--- src/rtl/core/sgi_pkg.sv ---
// Shared constants and types for the segment intersection core.
`timescale 1ns / 1ps
package sgi_pkg;

  localparam int unsigned COORD_BITS_DEF = 16;

  // Control word that travels with each request through the pipeline.
  typedef struct packed {
    logic vld;
    logic hit;
    logic neg_x;
    logic neg_y;
  } sgi_ctl_t;

endpackage

--- src/rtl/core/sgi_div_cell.sv ---
// One restoring-division cell: one quotient bit for x and for y per stage.
`timescale 1ns / 1ps
module sgi_div_cell #(
  parameter int unsigned COORD_BITS = sgi_pkg::COORD_BITS_DEF,
  localparam int unsigned DW = 2 * COORD_BITS + 3
) (
  input  logic                  clk_i,
  input  logic                  rst_ni,
  input  logic                  en_i,
  input  sgi_pkg::sgi_ctl_t     ctl_i,
  input  logic [DW-1:0]         div_i,
  input  logic [DW-1:0]         rem_x_i,
  input  logic [DW-1:0]         rem_y_i,
  input  logic [COORD_BITS-1:0] nlo_x_i,
  input  logic [COORD_BITS-1:0] nlo_y_i,
  input  logic [COORD_BITS-1:0] q_x_i,
  input  logic [COORD_BITS-1:0] q_y_i,
  output sgi_pkg::sgi_ctl_t     ctl_o,
  output logic [DW-1:0]         div_o,
  output logic [DW-1:0]         rem_x_o,
  output logic [DW-1:0]         rem_y_o,
  output logic [COORD_BITS-1:0] nlo_x_o,
  output logic [COORD_BITS-1:0] nlo_y_o,
  output logic [COORD_BITS-1:0] q_x_o,
  output logic [COORD_BITS-1:0] q_y_o
);
  import sgi_pkg::*;

  localparam int unsigned C = COORD_BITS;

  sgi_ctl_t      ctl_q;
  logic [DW-1:0] div_q, rem_x_q, rem_y_q;
  logic [C-1:0]  nlo_x_q, nlo_y_q, q_x_q, q_y_q;

  logic [DW:0] tx, ty, dx, dy;
  logic        gx, gy;

  always_comb begin
    tx = {rem_x_i, nlo_x_i[C-1]};
    ty = {rem_y_i, nlo_y_i[C-1]};
    dx = tx - {1'b0, div_i};
    dy = ty - {1'b0, div_i};
    gx = tx >= {1'b0, div_i};
    gy = ty >= {1'b0, div_i};
  end

  always_ff @(posedge clk_i or negedge rst_ni) begin
    if (!rst_ni) begin
      ctl_q <= '0;
    end else if (en_i) begin
      ctl_q <= ctl_i;
    end
  end

  always_ff @(posedge clk_i) begin
    if (en_i) begin
      div_q   <= div_i;
      rem_x_q <= gx ? dx[DW-1:0] : tx[DW-1:0];
      rem_y_q <= gy ? dy[DW-1:0] : ty[DW-1:0];
      nlo_x_q <= nlo_x_i << 1;
      nlo_y_q <= nlo_y_i << 1;
      q_x_q   <= {q_x_i[C-2:0], gx};
      q_y_q   <= {q_y_i[C-2:0], gy};
    end
  end

  assign ctl_o   = ctl_q;
  assign div_o   = div_q;
  assign rem_x_o = rem_x_q;
  assign rem_y_o = rem_y_q;
  assign nlo_x_o = nlo_x_q;
  assign nlo_y_o = nlo_y_q;
  assign q_x_o   = q_x_q;
  assign q_y_o   = q_y_q;

endmodule

--- config.mk ---
export PLATFORM = sky130hd
export DESIGN_NAME = sgi_div_cell
export DESIGN_NICKNAME = d
export VERILOG_FILES = /design/src/rtl/core/sgi_pkg.sv /design/src/rtl/core/sgi_div_cell.sv
export SDC_FILE = /design/constraint.sdc
export NUM_CORES = 1
export LEC_CHECK = 0
export BUFFER_PORTS_ARGS = -buffer_cell sky130_fd_sc_hd__buf_2
export CORE_MARGIN = 1.5
export CORE_UTILIZATION = 51
export DETAILED_ROUTE_END_ITERATION = 8
export GPL_TIMING_DRIVEN = 0
export PLACE_DENSITY = 0.85
export SLEW_MARGIN = 20
export SYNTH_ARGS = -nofsm -noshare
export SYNTH_HDL_FRONTEND = slang
export SYNTH_SLANG_ARGS = --single-unit
--- constraint.sdc ---
create_clock -name clk_i -period 1 [get_ports clk_i]
set_input_delay 0.05 -clock clk_i [delete_from_list [all_inputs] [get_ports clk_i]]
set_output_delay 0.05 -clock clk_i [all_outputs]
set_load 0.02 [all_outputs]
==> results of run 1 <==
-- cells in the mapped netlist, types with 5 or more instances --
library cell and count:
and3_1 10, nor2b_1 11, buf_2 13, clkbuf_1 16
nor3_1 14, a21oi_1 83, inv_1 64, xnor2_1 29
ha_1 70, xor2_1 27, mux2_2 9, a21o_1 32
o21bai_1 14, a21oi_2 13, and2_1 6, edfxtp_1 167
nand4_1 19, o31ai_1 6, o21ai_0 71, nand2_1 90
nand2b_1 9, nor2_1 57, a21boi_0 5, nand3_1 17
a31oi_1 5, o21a_1 6
-- kinds of logic after synthesis --
| logic type | share of synthesized area |
|---|---|
| and+or+nand+nor | 0.119 |
| adders and majority gates | 0.0905 |
| buffers and inverters | 0.0439 |
| AOI/OAI and AO/OA | 0.176 |
| muxes | 0.0155 |
| DFF | 0.506 |
| other | 0.000371 |
| xor gates and xnor gates | 0.0485 |
-- what timing repair did --
action | 4_1_cts
resized for setup | 304
gates cloned | 9
hold buffers | 158
setup buffers | 61
pin swaps | 47
setup endpoints to repair | 243
endpoints found under the hold margin | 160
-- metrics by stage --
stage	std cells	worst slack (ps)	setup TNS [ps]
2_1_floorplan	948	-1450	-92970
3_3_place_gp	1557	-2370	-515930
3_5_place_dp	1558	-2250	-175810
4_1_cts	1808	-1400	-91940
-- per-layer routing --
metal,global-route usage,overflow
met1,0.785,0
met2,0.943,46
met3,0.700,1
met4,0.828,32
met5,0.444,0
==> qor.yml, run 1 <==
status: "stopped before the end"
flow.stopped_at: "global routing"
tool.error: "[ERROR GRT-0232] Routing congestion too high. Check the congestion heatmap in the GUI."
grtUsageTotal: 0.808
synth_top_cell_area_share: 0.496
endpoint_type: "register data pin"
grt_max_degree: 66
syn_area_per_cell_um2: 10.7
yosys.area.top_type: "edfxtp_1"
portBuffers: 344
placed_area_mm2: 0.0129
die_y_um: 144
cts_sinks: 171
cts_buffer_depth: 2
antenna_found_initial: 14
ioPinCount: 349
hpwl_mm: 23.5
ys.flop_type: "edfxtp_1"
synth_edf_count: 167
h-tree-depth: 4
ys_warn_count: 0
ys_ff_latch: 171
num_rows: 51
routabilityCongestion: 0.944
synthCells: 947
numCtsBuffers: 17
die_x_um: 144
start_util: 0.520
grt_overflow: 79
synthArstFlopShare: 0.0234
netlist_area_mm2: 0.0101
netlist_top_cells_area: "edfxtp_1 (50%), ha_1 (8.7%), a21oi_1 (4.1%), o21ai_0 (3.5%), nand2_1 (3.3%)"
clockRootBuffer: "clkbuf_16"
crit_endpoint: "rem_y_o[13]$_DFFE_PP_/D"
seq_area_frac_synth: 0.506
synthDistinctLibCells: 72
==> run 2, diff against run 1 <==
CORE_UTILIZATION = 37   (was 51)
PLACE_DENSITY = unset   (was 0.85)
PLACE_DENSITY_LB_ADDON = 0.15   (was unset)
==> run 2 against run 1 <==
Net effect:
- the flow now finishes, with violations (negative setup slack)
- area after synthesis unchanged
- synthesized cell count stayed put
==> qor.yml, run 2 <==
status: "finished, violations left"
violations: "negative setup slack"
rr_worst_depth: 2
arrival_ps: 2510
grt_max_degree: 88
cp.required_ps: 1170
grtUsageTotal: 0.247
nets: 1792
numCtsBuffers: 17  # unchanged
die_y_um: 168  # +17%
num_rows: 60  # +18%
synthCells: 947  # unchanged
end_kind: "flop"
setup_violations: 222
finalWirelength_mm: 38.2
area_delta_synth_final_pct: 76.9
pre_cts_ws_ps: -2420  # -171 ps
antenna_left: 0
cts_buffer_depth: 2  # unchanged
portBuffers: 344  # unchanged
slew_headroom: 0.532
h-tree-depth: 4  # unchanged
grt_pass1_vias: 9846
cp_cell_sequence: "buf_12 > inv_12 > ha_4 > fa_2 > nand2b_4 > a21oi_4 > o211ai_1 > nand4_2 > a211oi_4 > o311ai_2 > a211o_1 > buf_6 > buf_12 > mux2_4"
clock_skew_ps: 0
clockRootBuffer: "clkbuf_16"
area.sequential_mm2: 0.00511
worst_pin_slew_ps: 702
wl_per_cell_um: 20.1
crit_family: "compound AO/OA/AOI/OAI gates"
p_per_area_mw_per_mm2: 1420
irDropWorstVdd_uv: 877
clk_pin_slew_worst_paths_ps: 80
hold_violations: 0
stdcell_area_mm2: 0.0179
cts_sinks: 171  # unchanged
drv_cap: 0
dr.pass1.iters: 7
drive_gt1_frac: 0.473
r2r_start: "ctl_o[1]"
antenna_found_initial: 3
core_area_mm2: 0.0269
critPathMostFrequentCell: "buf_12"
start_util: 0.376  # -0.143
synthArstFlopShare: 0.0234  # unchanged
cts_tree: "done"
viasPerCell: 5.21
cp-start-kind: "input port"
placed_area_mm2: 0.0130  # +0.74%
die_area_mm2: 0.0283
leakagePower_nw: 7.60
min_period_over_period: 2.33
hpwl_mm: 25.6  # +9.0%
ys_warn_count: 0  # unchanged
rsz0062_at_grt: "true"
synth_commonest_cells: "edfxtp_1 (167), nand2_1 (90), a21oi_1 (83)"
holdPathEnd: "rem_y_o[6]"
route.detailed.drc: 0
synthDistinctLibCells: 72  # unchanged
layout_commonest_cell: "buf_2"
grt_pass1_wl_mm: 53.3
hp-class: "input port to flop"
yosys.area.top_type: "edfxtp_1"
crit_fanout: 7
grt_overflow: 0
drt-initial-drc-count: 572
critPathBufInv: 4
syn_area_per_cell_um2: 10.7  # unchanged
min_period_ps: 2330
clock_latency_ps: 430
synth_edf_count: 167  # unchanged
maxSlewViolCount: 0
netlist_top_cells_area: "edfxtp_1 (50%), ha_1 (8.7%), a21oi_1 (4.1%), o21ai_0 (3.5%), nand2_1 (3.3%)"
ys.flop_type: "edfxtp_1"
multi_input_area_mm2: 0.00591
worstSetupPathType: "input port to flop"
fillCellCount: 2064
min-delay-start: "rem_y_i[5]"
seq_area_frac_synth: 0.506  # unchanged
crit_path_top_delay_cell: "a211oi_4"
ff2ff_setup_slack_ps: 100
synth_top_cell_area_share: 0.496  # unchanged
fmax_mhz: 429
critical_path.max_stage_delay_ps: 320
vias: 9900
yosysMostFrequentCell: "edfxtp_1"
finalWorstSetupSlack_ps: -1330
die_x_um: 168  # +17%
netlist_area_mm2: 0.0101  # unchanged
ioPinCount: 349  # unchanged
layout_common_cells: "buf_2 (190), edfxtp_1 (167), dlygate4sd3_1 (161)"
ys_ff_latch: 171  # unchanged
routabilityCongestion: 0.895  # -5.2%
r2r_end: "ctl_o[1]"
holdPathStages: 3
[run 2: cell counts after synthesis]
No cell type changed its count.
[run 2: worst register-to-register path, cell delays in order, from the launching register on]
cell and delay, ps:
dfrtp_1 400, buf_4 140, mux2_2 250
[run 2: layout make-up]
class / count / area share
Multi-Input combinational cell: 675 / 0.330
Sequential cell: 171 / 0.286
Timing Repair Buffer: 583 / 0.285
Clock buffer: 18 / 0.0240
Buffer: 32 / 0.0238
Tap cell: 341 / 0.0238
Inverter: 64 / 0.0187
Clock inverter: 14 / 0.00818
Antenna cell: 2 / 0.000280
[run 2: worst max path at each step]
stage,startpoint,end,cells after the start
2_1_floorplan,nlo_y_i[15],rem_y_o[18],13
3_3_place_gp,en_i,ctl_o[1],2
3_5_place_dp,div_i[20],rem_y_o[27],14
4_1_cts,nlo_y_i[15],rem_y_o[18],14
5_1_grt,nlo_y_i[15],rem_y_o[18],14
6_report,nlo_y_i[15],rem_y_o[18],14
[run 2: kinds of logic (layout without fill, tap and decap cells)]
group | count (synthesis) | after routing | share of synthesized area
AOI/OAI and AO/OA | 279 | 279 | 0.176
DFF | 171 | 171 | 0.506
buffers and inverters | 102 | 711 | 0.0439
and+or+nand+nor | 253 | 253 | 0.119
xor gates and xnor gates | 56 | 56 | 0.0485
other | 1 | 4 | 0.000371
muxes | 13 | 13 | 0.0155
adders and majority gates | 72 | 72 | 0.0905
[run 2: power by group]
part / switching (W) / internal (W)
sequential: 0.000362 / 0.00890
combinational: 0.00489 / 0.00467
clock: 0.00335 / 0.00334
total: 0.00860 / 0.0169
[run 2: metal layers]
metal / global-route usage / part of all wire
met5: 0 / 0.00039
met4: 0.102 / 0.027
met3: 0.0411 / 0.045
met2: 0.455 / 0.54
met1: 0.283 / 0.39
[run 2: repair_timing]
action | 4_1_cts | 5_1_grt
setup buffers | 38 | 29
endpoints found under the hold margin | 160 | 3
gates cloned | 3 | 7
hold buffers | 158 | 3
gates resized for setup | 163 | 432
pin swaps | 40 | 37
endpoints found under the setup margin | 242 | 243
[run 2: through the flow]
| step | util | hold slack [ps] | setup TNS (ps) | power [W] | cells |
|---|---|---|---|---|---|
| floorplan | - | -246 | -92970 | 0.0136 | 948 |
| global placement | 0.483 | -138 | -555900 | 0.0159 | 1633 |
| detailed placement | 0.484 | -141 | -183470 | 0.0159 | 1634 |
| CTS | 0.600 | 0.387 | -92590 | 0.0239 | 1860 |
| global route | 0.666 | 3.35 | -102890 | 0.0265 | 1899 |
| finish | 0.666 | 0.597 | -91020 | 0.0255 | 1900 |
Power figures use the tool's default switching activity.
==> run 3, diff against run 2 <==
==> constraint.sdc (replaced) <==
create_clock -name clk_i -period 1 [get_ports clk_i]
set_input_delay 0.2 -clock clk_i [delete_from_list [all_inputs] [get_ports clk_i]]
set_output_delay 0.2 -clock clk_i [all_outputs]
set_load 0.02 [all_outputs]
==> run 3 against run 2 <==
Net effect:
- the run still ends with negative setup slack left
- via count fell by 2.7%
- cell count down 3.2%
- wire length is 2.7% lower
- clock skew stayed put
- register-to-register slack about the same
- flip-flop and latch count did not move
- design area shrank 3.7%
- largest power group unchanged
==> qor.yml, run 3 (synthesis results as in run 2) <==
cts_buffer_depth: 2  # unchanged
p_per_area_mw_per_mm2: 1470  # +2.9%
die_y_um: 168  # unchanged
nets: 1731  # -3.4%
pwr-share-comb: 0.368  # -0.007
p_seq_frac: 0.366  # +0.003
cts_sinks: 171  # unchanged
hp-class: "input port to flop"
cp-start-kind: "input port"
switching_share: 0.338  # +0.000897
min_period_ps: 2480  # +143 ps
critPathMostFrequentCell: "buf_12"
end_kind: "flop"
clock_skew_ps: 0  # unchanged
hold_violations: 0  # unchanged
intPower_w: 0.0167  # -1.1%
cts_tree: "done"
wl_per_cell_um: 20.2  # +0.45%
leakagePower_nw: 7.30  # -3.9%
ioPinCount: 349  # unchanged
area.sequential_mm2: 0.00511  # unchanged
layout_commonest_cell: "buf_2"
timing.hold.ws_ps: 54.2  # +53.6 ps
num_rows: 60  # unchanged
maxSlewViolCount: 0  # unchanged
worst_pin_slew_ps: 639  # -63.0 ps
grtUsageTotal: 0.242  # -0.00514
vias: 9633  # -2.7%
rsz0062_at_grt: "true"
grt_overflow: 0  # unchanged
critPathBufInv: 4  # unchanged
clock_latency_ps: 430  # about the same
crit_family: "compound AO/OA/AOI/OAI gates"
hpwl_mm: 25.6  # unchanged
irDropWorstVdd_uv: 868  # -1.0%
cp.required_ps: 1180  # about the same
crit_path_top_delay_cell: "a211oi_4"
finalWirelength_mm: 37.1  # -2.7%
finalWorstSetupSlack_ps: -1480  # -143 ps
clockRootBuffer: "clkbuf_16"
grt_max_degree: 88  # unchanged
setup_violations: 243  # +9.5%
r2r_start: "ctl_o[1]"
crit_start: "nlo_y_i[15]"
portBuffers: 344  # unchanged
slew_headroom: 0.569  # +0.0366
fin_cells: 1840  # -3.2%
power.net_switching_w: 0.00854  # -0.70%
antenna_left: 0  # unchanged
drv_cap: 0  # unchanged
violations: "negative setup slack"
area_delta_synth_final_pct: 70.3
worstSetupPathType: "input port to flop"
p_clk_frac: 0.265  # +0.003
critical_path.max_stage_delay_ps: 320  # about the same
routabilityCongestion: 0.895  # unchanged
die_x_um: 168  # unchanged
tns_ps: -126710  # -35690 ps
min_period_over_period: 2.48  # +0.143
grt_pass1_vias: 9462  # -3.9%
die_area_mm2: 0.0283  # unchanged
viasPerCell: 5.24  # +0.48%
clk_pin_slew_worst_paths_ps: 80  # about the same
cp_cell_sequence: "buf_12 > inv_12 > ha_4 > fa_2 > nand2b_4 > a21oi_4 > o211ai_1 > nand4_2 > a211oi_4 > o311ai_2 > a211o_1 > buf_6 > buf_12 > mux2_4"
crit_fanout: 7  # unchanged
fillCellCount: 2140  # +3.7%
layout_common_cells: "buf_2 (191), edfxtp_1 (167), buf_6 (158)"
drive_gt1_frac: 0.493  # +0.0200
start_util: 0.376  # unchanged
numCtsBuffers: 17  # unchanged
route.detailed.drc: 0  # unchanged
fmax_mhz: 404  # -5.8%
grt_pass1_wl_mm: 51.9  # -2.6%
min-delay-start: "rem_x_i[11]"
h-tree-depth: 4  # unchanged
antenna_found_initial: 3  # unchanged
status: "finished, violations left"
arrival_ps: 2650  # +140 ps
multi_input_area_mm2: 0.00588  # -0.61%
core_area_mm2: 0.0269  # unchanged
dp_cells: 1634  # unchanged
drt-initial-drc-count: 592  # +3.5%
dr.pass1.iters: 5  # -2
==> run 3: final timing paths <==
check                         endpoint  slack [ps]  cells past startpoint
max                        rem_y_o[18]       -1480                     14
min                        rem_x_o[12]          50                      3
max reg2reg                   ctl_o[1]          90                      2
min reg2reg                   ctl_o[0]         550                      1
max in group asynchronous     ctl_o[1]         790                      2
min in group asynchronous     ctl_o[0]         100                      2
==> run 3: timing repair <==
action,in CTS,in global routing
gates cloned,3,7
hold buffers,99,0
endpoints found under the setup margin,330,330
buffers inserted,38,30
gates resized for setup,163,419
endpoints found under the hold margin,102,0
pin swaps,40,38
==> run 3: layer usage <==
layer,share of wire,global-route usage,up-vias
li1,-,-,4584
met1,0.39,0.277,4669
met2,0.53,0.443,322
met3,0.049,0.0411,56
met4,0.028,0.101,2
met5,0.00030,0,-
==> run 3: area by class of cell <==
type / instances / share of cell area
timing repair buffer: 522 / 0.260
inverter: 64 / 0.0193
tap: 341 / 0.0248
sequential: 171 / 0.297
buffer: 32 / 0.0245
antenna: 3 / 0.000436
clock inverter: 14 / 0.00850
clock buffer: 18 / 0.0249
multi-input combinational: 675 / 0.341
==> run 3: power by group through the flow <==
stage	registers (W)	logic [W]	clock network [W]
after floorplan	0.0103	0.00332	0
after global placement	0.00926	0.00666	0
after detailed placement	0.00924	0.00671	0
after CTS	0.00909	0.00780	0.00679
after global routing	0.00932	0.00987	0.00709
final	0.00925	0.00930	0.00671
==> run 3: stage by stage <==
step           worst slack, ps  cell area (um^2)  power, W   util
2_1_floorplan            -1600             10800    0.0136      -
3_3_place_gp             -2700             13000    0.0159  0.483
3_5_place_dp             -2570             13000    0.0159  0.484
4_1_cts                  -1530             15500    0.0237  0.578
5_1_grt                  -1560             17200    0.0263  0.641
6_report                 -1480             17200    0.0253  0.641
==> run 3: worst min-delay path, cell delays in order <==
cell and delay, ps:
buf_2 100, nand2_2 50, o21ai_2 40
==> run 4, diff against run 3 <==
ABC_AREA = 0   (was unset)
clock period = 2.7 ns   (was 1 ns; I/O delays follow)
==> run 4 against run 3 <==
Net effect:
- the run still ends with negative setup slack left
- sequential share of layout area is 4.4 points higher
- first-iteration DRC count is 24% lower
- core utilization is 8.3 points lower
- critical endpoint is now rem_y_o[20]
==> qor.yml, run 4 (synthesis results as in run 2) <==
status: "finished, violations left"
violations: "negative setup slack"
leakagePower_nw: 6.42  # -12%
hold_violations: 0  # unchanged
end_kind: "flop"
viasPerCell: 5.20  # -0.76%
antenna_left: 0  # unchanged
p_per_area_mw_per_mm2: 580  # -60%
area.sequential_mm2: 0.00511  # unchanged
critical_path.max_stage_delay_ps: 580  # +260 ps
die_x_um: 168  # unchanged
numCtsBuffers: 17  # unchanged
arrival_ps: 3130  # +480 ps
timing.hold.ws_ps: 278  # +223 ps
r2r_start: "ctl_o[0]"
clk_pin_slew_worst_paths_ps: 80  # about the same
h-tree-depth: 4  # unchanged
ff2ff_setup_slack_ps: 1950  # +1860 ps
clock_latency_ps: 430  # about the same
crit_cells: 12  # -2
cp-start-kind: "input port"
vias: 9014  # -6.4%
grt_pass1_vias: 8750  # -7.5%
min-delay-start: "nlo_y_i[14]"
rr_worst_depth: 1  # -1
area_delta_synth_final_pct: 48.3
crit_fanout: 3  # -4
cp_cell_sequence: "buf_6 > ha_4 > fa_2 > nand2b_4 > a21oi_4 > buf_4 > o21ai_0 > a21o_1 > a21boi_0 > o21bai_1 > o311ai_0 > a21oi_2"
hpwl_mm: 25.2  # -1.5%
drv_cap: 0  # unchanged
start_util: 0.376  # unchanged
drive_gt1_frac: 0.480  # -0.0131
cp.required_ps: 2860  # +1680 ps
worstSetupPathType: "input port to flop"
crit_path_top_delay_cell: "o311ai_0"
cts_tree: "done"
utilization: 0.558  # -0.0830
r2r_end: "ctl_o[0]"
drt-initial-drc-count: 451  # -24%
ioPinCount: 349  # unchanged
grt_pass1_wl_mm: 48.2  # -7.0%
clockRootBuffer: "clkbuf_16"
irDropWorstVdd_uv: 318  # -63%
rsz0062_at_grt: "true"
slew_headroom: 0.525  # -0.0436
route.detailed.drc: 0  # unchanged
fmax_mhz: 336
worst_pin_slew_ps: 712  # +73.5 ps
routabilityCongestion: 0.919  # +2.7%
layout_commonest_cell: "buf_2"
num_rows: 60  # unchanged
grtUsageTotal: 0.224  # -0.0173
tns_ps: -5750  # +120960 ps
grt_max_degree: 89  # +1.1%
finalWirelength_mm: 33.5  # -9.8%
cts_sinks: 171  # unchanged
fillCellCount: 2390  # +12%
die_y_um: 168  # unchanged
nets: 1628  # -6.0%
multi_input_area_mm2: 0.00559  # -4.9%
hp-class: "input port to flop"
holdPathEnd: "nlo_y_o[15]"
critPathBufInv: 2  # -2
die_area_mm2: 0.0283  # unchanged
wl_per_cell_um: 19.3  # -4.3%
crit_family: "compound AO/OA/AOI/OAI gates"
min_period_ps: 2980
maxSlewViolCount: 0  # unchanged
antenna_found_initial: 2  # -1
core_area_mm2: 0.0269  # unchanged
setup_violations: 36  # -85%
min_period_over_period: 1.10
layout_common_cells: "buf_2 (317), edfxtp_1 (167), nand2_1 (88)"
clock_skew_ps: 0  # unchanged
cts_buffer_depth: 2  # unchanged
holdPathStages: 1  # -2
grt_overflow: 0  # unchanged
dr.pass1.iters: 5  # unchanged
portBuffers: 344  # unchanged
finalWorstSetupSlack_ps: -276  # +1200 ps
run 4: cell types whose count changed in the layout (fill, tap and decap cells not counted), sizes merged, moves of 2 or more:
cell,change
buf,+4
dlygate4sd3,-98
diode,-2
clkbuf,-8
run 4: worst max-delay path by stage:
| stage | from | to | slack, ps |
|---|---|---|---|
| after floorplan | nlo_y_i[15] | rem_y_o[18] | -240 |
| after global placement | en_i | ctl_o[0] | -1330 |
| after detailed placement | div_i[20] | rem_y_o[27] | -1180 |
| after CTS | div_i[15] | rem_y_o[31] | -270 |
| after global routing | div_i[0] | rem_y_o[20] | -400 |
| final | div_i[0] | rem_y_o[20] | -280 |
run 4: through the flow:
step	setup slack [ps]	power, W	std cells	area, um^2
detailed placement	-1180	0.00588	1634	13000
finish	-276	0.00870	1735	15000
global route	-397	0.00909	1734	15000
global placement	-1330	0.00587	1633	13000
CTS	-268	0.00857	1705	14300
floorplan	-240	0.00504	948	10800
run 4: per-layer routing:
layer / track usage / up-vias / part of all wire
met3: 0.0421 / 46 / 0.052
met2: 0.398 / 309 / 0.51
met1: 0.270 / 4278 / 0.41
met4: 0.0827 / 2 / 0.026
met5: 0 / - / 0.00042
li1: - / 4379 / -
run 4: layout make-up:
cell class,count,area share
multi-input combinational,675,0.373
clock inverter,14,0.0100
buffer,31,0.0252
timing repair buffer,420,0.173
antenna,1,0.000167
inverter,64,0.0214
clock buffer,18,0.0286
sequential,171,0.341
tap,341,0.0284
run 4: what timing repair did:
action	4_1_cts	5_1_grt
hold endpoints to repair	4	0
endpoints found under the setup margin	71	71
resized for setup	110	119
gates cloned	2	3
buffers inserted	42	29
hold buffers	1	0
pin swaps	37	40
run 4: report_power, final:
part / total, W / switching [W] / internal (W) / leakage, nW
combinational: 0.00287 / 0.00164 / 0.00123 / 4.46
sequential: 0.00337 / 0.0000808 / 0.00329 / 1.68
clock: 0.00247 / 0.00122 / 0.00124 / 0.278
total: 0.00870 / 0.00294 / 0.00576 / 6.42
